**src/hw/rtl/gxd_pkg.sv**
```systemverilog
`timescale 1ns / 1ps
// ----------------------------------------------------------------------------
// gxd_pkg
// shared widths, register indexes and the sequencer info struct
// ----------------------------------------------------------------------------
package gxd_pkg;

    localparam int MAX_FRAME_WORDS = 4096;
    localparam int ADDR_W          = $clog2(MAX_FRAME_WORDS);
    localparam int WORD_W          = 64;
    localparam int FW_W            = 13;
    localparam int GOP_W           = 16;
    localparam int CFG_W           = 16;

    localparam logic [FW_W-1:0]  FW_RESET  = FW_W'(MAX_FRAME_WORDS);
    localparam logic [GOP_W-1:0] GOP_RESET = GOP_W'(30);
    localparam logic [FW_W-1:0]  FW_MAX    = FW_W'(MAX_FRAME_WORDS);

    // configuration register indexes
    localparam logic CFG_FRAME_WORDS = 1'b0;
    localparam logic CFG_GOP_LENGTH  = 1'b1;

    // per-word information from the sequencer
    typedef struct packed {
        logic [ADDR_W-1:0] pos;
        logic              key;
        logic              last;
    } seq_info_t;

endpackage

```
**src/hw/rtl/gxd_seq.sv**
```systemverilog
`timescale 1ns / 1ps
// ----------------------------------------------------------------------------
// gxd_seq
// configuration registers plus word and group position counters
// ----------------------------------------------------------------------------
module gxd_seq (
    input  logic                        clk,
    input  logic                        rst_n,
    input  logic                        cfg_we,
    input  logic                        cfg_index,
    input  logic [gxd_pkg::CFG_W-1:0]   cfg_wdata,
    input  logic                        advance,
    output gxd_pkg::seq_info_t          info
);

    logic [gxd_pkg::FW_W-1:0]   frame_words_reg;
    logic [gxd_pkg::GOP_W-1:0]  gop_length_reg;
    logic [gxd_pkg::ADDR_W-1:0] word_pos_reg, word_pos_next;
    logic [gxd_pkg::GOP_W-1:0]  group_pos_reg, group_pos_next;

    logic [gxd_pkg::FW_W-1:0]   eff_fw;
    logic [gxd_pkg::GOP_W-1:0]  eff_gop;
    logic [gxd_pkg::FW_W-1:0]   pos_plus;
    logic [gxd_pkg::GOP_W:0]    group_plus;
    logic                       last;

    always_comb
    begin
        // zero acts as one, oversize clamps to the store depth
        eff_fw = frame_words_reg;
        if (frame_words_reg == '0)
        begin
            eff_fw = gxd_pkg::FW_W'(1);
        end
        else if (frame_words_reg > gxd_pkg::FW_MAX)
        begin
            eff_fw = gxd_pkg::FW_MAX;
        end
        eff_gop = (gop_length_reg == '0) ? gxd_pkg::GOP_W'(1) : gop_length_reg;

        pos_plus   = gxd_pkg::FW_W'(word_pos_reg) + gxd_pkg::FW_W'(1);
        group_plus = {1'b0, group_pos_reg} + (gxd_pkg::GOP_W+1)'(1);
        last       = (pos_plus >= eff_fw);

        word_pos_next  = word_pos_reg;
        group_pos_next = group_pos_reg;
        if (advance)
        begin
            if (last)
            begin
                word_pos_next = '0;
                if (group_plus >= {1'b0, eff_gop})
                begin
                    group_pos_next = '0;
                end
                else
                begin
                    group_pos_next = group_plus[gxd_pkg::GOP_W-1:0];
                end
            end
            else
            begin
                word_pos_next = pos_plus[gxd_pkg::ADDR_W-1:0];
            end
        end
    end

    always_ff @(posedge clk or negedge rst_n)
    begin
        if (!rst_n)
        begin
            frame_words_reg <= gxd_pkg::FW_RESET;
            gop_length_reg  <= gxd_pkg::GOP_RESET;
            word_pos_reg    <= '0;
            group_pos_reg   <= '0;
        end
        else
        begin
            if (cfg_we)
            begin
                unique case (cfg_index)
                    gxd_pkg::CFG_FRAME_WORDS: frame_words_reg <= cfg_wdata[gxd_pkg::FW_W-1:0];
                    gxd_pkg::CFG_GOP_LENGTH:  gop_length_reg  <= cfg_wdata[gxd_pkg::GOP_W-1:0];
                    default: ;
                endcase
            end
            word_pos_reg  <= word_pos_next;
            group_pos_reg <= group_pos_next;
        end
    end

    assign info.pos  = word_pos_reg;
    assign info.key  = (group_pos_reg == '0);
    assign info.last = last;

endmodule

```
**config.mk**
```make
export PLATFORM = sky130hd
export DESIGN_NAME = gxd_seq
export DESIGN_NICKNAME = d
export VERILOG_FILES = /design/src/hw/rtl/gxd_pkg.sv /design/src/hw/rtl/gxd_seq.sv
export SDC_FILE = /design/constraint.sdc
export NUM_CORES = 1
export LEC_CHECK = 0
export ABC_CLOCK_PERIOD_IN_PS = 8000
export BUFFER_PORTS_ARGS = -buffer_cell sky130_fd_sc_hd__buf_4
export CORE_MARGIN = 5
export CORE_UTILIZATION = 60
export CTS_BUF_LIST = sky130_fd_sc_hd__clkbuf_8
export DETAILED_ROUTE_END_ITERATION = 8
export PLACE_DENSITY = 0.87
export SYNTH_ARGS = -nofsm -noshare
export SYNTH_HDL_FRONTEND = slang
export SYNTH_SLANG_ARGS = --single-unit
export TNS_END_PERCENT = 50
```
**constraint.sdc**
```tcl
create_clock -name clk -period 8 [get_ports clk]
set_input_delay 2 -clock clk [delete_from_list [all_inputs] [get_ports clk]]
set_output_delay 2 -clock clk [all_outputs]
set_load 0.02 [all_outputs]
```
# == After elaboration in Yosys (flattened, before gate mapping) ==
# Cells that the tools add are included.
# totals
ff_bits,57
latchBits,0
ramBits,0
romBits,0
input_bits,21
out_inout_bits,14
word_cells,21
mem_count,0
# op_classes
addsub,2
n_mul,0
div,0
n_lt_le_gt_ge,3
eq_ne,0
n_shift,0
muxes,5
n_bitwise,1
n_reduce_logical,6
# ops
operator,n
logical NOT 16 bit,2
2-to-1 mux 16 bit,2
2-to-1 mux 13 bit,2
adder 16 x 1 -> 17 bit (second input constant),1
>= comparator 17 x 16 -> 1 bit,1
adder 12 x 1 -> 13 bit (second input constant),1
>= comparator 13 bit,1
greater-than comparator 13 bit (second input constant),1
logical NOT 13 bit,1
2-to-1 mux 12 bit,1
AND reduction 2 bit,3
NOT 1 bit,1

# == Depth between registers and ports, before layout ==
# depth
ltp_word,5
mapped_depth,16
ltp_nobuf,13

# == Worst setup path before layout ==
# OpenSTA, ideal clock, no wires.
# synth_timing
path_type,register -> output
from,register word_pos_reg[0] (netlist name)
to,output info[0] (netlist name)
arrival_time_ns,2.741
required_time_ns,6.000
slack_ns,3.259
path_stages_with_launch,12
n_path_buf,2
path_cell_list,dfrtp_1 -> ha_1 -> and2_1 -> nand4_1 -> xnor2_1 -> ha_1 -> and3_1 -> a221o_1 -> a221oi_1 -> o21ai_1 -> buf_2 -> buf_4
# synth_via
elab_chain_len,2
# synth_rtl
element,line,source
start: declaration,gxd_seq.sv:18,"logic [gxd_pkg::ADDR_W-1:0] word_pos_reg, word_pos_next;"
start signal: assignment,gxd_seq.sv:87,word_pos_reg <= word_pos_next;
adder 12 x 1 -> 13 bit,gxd_seq.sv:41,pos_plus = gxd_pkg::FW_W'(word_pos_reg) + gxd_pkg::FW_W'(1);
>= comparator 13 bit,gxd_seq.sv:43,last = (pos_plus >= eff_fw);
end: declaration,gxd_seq.sv:13,output gxd_pkg::seq_info_t info
# No other way between the ends.

==> run_results.csv <==
group,metric,value,unit
worst_setup_path,end_kind,"primary output",
clock_network,worstSkewPairLatency,0.35,ns
synthesis,synth-edff-count,0,
place,numPortBuffers,34,
sta,fmax,181,MHz
sta,fin_setup_tns,0,ns
place,placed_cells,458,
min_path,min_path_cells,1,
place,routabilityCongestion,0.871,
synthesis,syn_avg_cell_area,10.1,um2
sta,period_minus_slack,5.53,ns
worst_setup_path,critPathArrivalTime,3.53,ns
synthesis,synth_cells,361,
place,pre_cts_slack,2.89,ns
floorplan,initial_core_util,0.614,
final_layout,instances_no_fill,474,
clock_network,cts_buffer_depth,2,
sta,setup_slack,2.47,ns
sta,slew_headroom,0.184,
sta,final_hold_viol_count,0,
final_layout,nNetsFinal,447,
sta,setup-violations-final,0,
detailed_routing,drtIter0Drc,209,
worst_setup_path,crit_cells,10,
worst_setup_path,path_buf_inv,1,
pwr,vdd_drop_max,0.195,mV
floorplan,die_x,87.8,um
clock_network,clkSlewWorstSetupHoldPaths,0.07,ns
worst_setup_path,worstPathCellList,"ha_1, and2_1, nand4_1, xnor2_1, ha_1, and3_1, a221o_1, a221oi_1, o21ai_1, buf_4",
synthesis,ys_seq_elements,57,
detailed_routing,antenna_left,0,
worst_setup_path,cpPeakStageDelay,0.47,ns
detailed_routing,avgRoutedWirePerCell,17.3,um
pwr,powerDensity,296,nW/um2
floorplan,core-area,5920,um2
detailed_routing,drc,0,
floorplan,row_count,28,
grt,grt_pass1_vias,2891,
floorplan,dieHeight,87.8,um
sta,rsz0062_at_grt,"false",
sta,fin_worst_skew,0.0118,ns
min_path,hold_path.class,"reg2reg",
detailed_routing,routed_via_density,5.96,
worst_setup_path,crit_type,"reg2out",
clock_network,post_cts_resized,0,
detailed_routing,wl,8220,um
worst_setup_path,path_max_fanout,14,
grt,track_usage,0.239,
clock_network,cts.sinks,57,
worst_setup_path,slowest_stage,"dfrtp_1",
detailed_routing,vias,2826,
synthesis,async_reset_ff_frac,1.00,
final_layout,diodes,0,
synthesis,syn_nets,414,
clock_network,cts_buffers,9,
sta,period_share,0.691,
worst_setup_path,crit_path_frequent_cell,"ha_1",
final_layout,fin_area,4100,um2
synthesis,ys_seq_area_frac,0.394,
clock_network,cts_tree,"yes",
grt,grt-ovfl-total,0,
synthesis,synth_area,3640,um2
grt,grt_pass1_wl,14100,um
worst_setup_path,r2r.worst_path.cells,11,
floorplan,die-area,7720,um2
outcome,status,"finished, final reports clean",
final_layout,syn_to_final_growth,12.7,%
floorplan,ioPinCount,35,
grt,antenna_found_initial,0,
clock_network,postCtsSetupBuffers,0,
worst_setup_path,critPathTopFamily,"compound AO/OA/AOI/OAI gates",
pwr,p_leak,1.97,nW
clock_network,postCtsHoldBufs,0,
sta,slew_violations,0,
clock_network,cts-root-buf,"clkbuf_8",
synthesis,synth_warnings,0,
synthesis,ys.flop_type,"dfrtp_1",
grt,grt_max_degree,58,
detailed_routing,dr.pass1.iters,4,
worst_setup_path,start_kind,"flip-flop",
flow_run,drv_cap,0,
final_layout,drive_above_1_share,0.256,
place,placed_area,3900,um2
synthesis,ys_types,55,
place,hpwlAfterDp,5960,um
worst_setup_path,worstPathRequired,6.00,ns
clock_network,htreeDepth,3,
sta,worst_slew_pin_slew,1.22,ns
==> layer usage <==
layer  track usage  routed length, um  up-vias
met5             0                  0        -
met2         0.390               4060       66
met1         0.306               3590     1378
met4        0.0851                253        0
li1              -                  -     1355
met3        0.0640                318       27
==> Yosys cell counts (3+ instances only) <==
master | count | area (um2)
a21oi_1 | 9 | 45.0
nand3_1 | 8 | 40.0
mux2_2 | 28 | 315
xor2_1 | 10 | 87.6
nor2_1 | 6 | 22.5
buf_6 | 3 | 33.8
and3_1 | 8 | 50.1
o31ai_1 | 5 | 37.5
inv_1 | 31 | 116
o21a_1 | 3 | 22.5
o21ai_0 | 6 | 30.0
nand2b_1 | 6 | 37.5
clkbuf_1 | 5 | 18.8
a21o_1 | 3 | 22.5
nand4_1 | 8 | 50.1
o21bai_1 | 3 | 22.5
dfstp_2 | 5 | 131
or2_2 | 3 | 18.8
nor4_1 | 8 | 50.1
o2bb2ai_2 | 3 | 45.0
nand2_1 | 51 | 191
nor3_1 | 5 | 25.0
ha_1 | 32 | 400
o21ai_2 | 6 | 52.6
o2bb2ai_1 | 9 | 78.8
xnor2_1 | 11 | 96.3
dfrtp_1 | 52 | 1300
==> cell usage in the layout (no fill, tap or decap), types with 5 or more instances in the layout <==
master / count
a21oi_1: 9
and3_1: 8
buf_4: 34
clkbuf_8: 10
dfrtp_1: 52
dfstp_2: 5
ha_1: 32
inv_1: 32
mux2_2: 28
nand2_1: 51
nand2b_1: 6
nand3_1: 8
nand4_1: 8
nor2_1: 6
nor3_1: 5
nor4_1: 8
o21ai_0: 6
o21ai_2: 6
o2bb2ai_1: 9
o31ai_1: 5
xnor2_1: 11
xor2_1: 10
==> through the flow <==
step                hold slack, ns  power [mW]  utilization
floorplan                    0.481       0.794            -
global placement             0.494       0.902        0.659
detailed placement           0.515       0.938        0.659
CTS                          0.530        1.22        0.692
global route                 0.541        1.31        0.692
finish                       0.525        1.21        0.692
==> worst reg2reg max path, cell delays in order, from the launching register on <==
cell	delay, ns
dfrtp_1	0.47
ha_1	0.27
and2_1	0.23
nand4_1	0.15
xnor2_1	0.26
ha_1	0.30
and3_1	0.20
a221o_1	0.39
a21boi_0	0.22
a221o_2	0.46
a311o_1	0.68
o221ai_1	0.24
==> logic make-up after synthesis <==
group	Yosys count	synth area share
flops	57	0.394
simple gates	113	0.156
mux	29	0.0895
fa+ha+maj	32	0.110
buf+inv	44	0.0557
compound gates	65	0.145
xor+xnor	21	0.0506
==> where the power goes <==
group	leakage, nW	internal [mW]	switching (mW)
registers	0.686	0.361	0.0998
logic	1.19	0.219	0.263
clock network	0.0995	0.150	0.121
total	1.97	0.730	0.484
==> worst paths after layout <==
check                                               start                             end  slack [ns]
setup reg to reg              word_pos_reg[0]$_DFFE_PN0P_    group_pos_reg[3]$_DFFE_PN0P_        3.99
max in group asynchronous                           rst_n  frame_words_reg[8]$_DFFE_PN0P_        5.82
setup / recovery              word_pos_reg[0]$_DFFE_PN0P_                         info[0]        2.47
min in group asynchronous                           rst_n   group_pos_reg[13]$_DFFE_PN0P_        1.70
hold reg to reg            frame_words_reg[0]$_DFFE_PN0P_  frame_words_reg[0]$_DFFE_PN0P_        0.52
hold / removal             frame_words_reg[0]$_DFFE_PN0P_  frame_words_reg[0]$_DFFE_PN0P_        0.52
==> area by class of cell <==
cell class	instances	area, um2
clock buffers	10	138
clock inverters	6	58.8
fillers	428	1820
inverters	32	120
multi-input cells	260	2000
flip-flops and latches	57	1430
well taps	75	93.8
repair buffers	34	255
(Power assumes the default switching activity.)
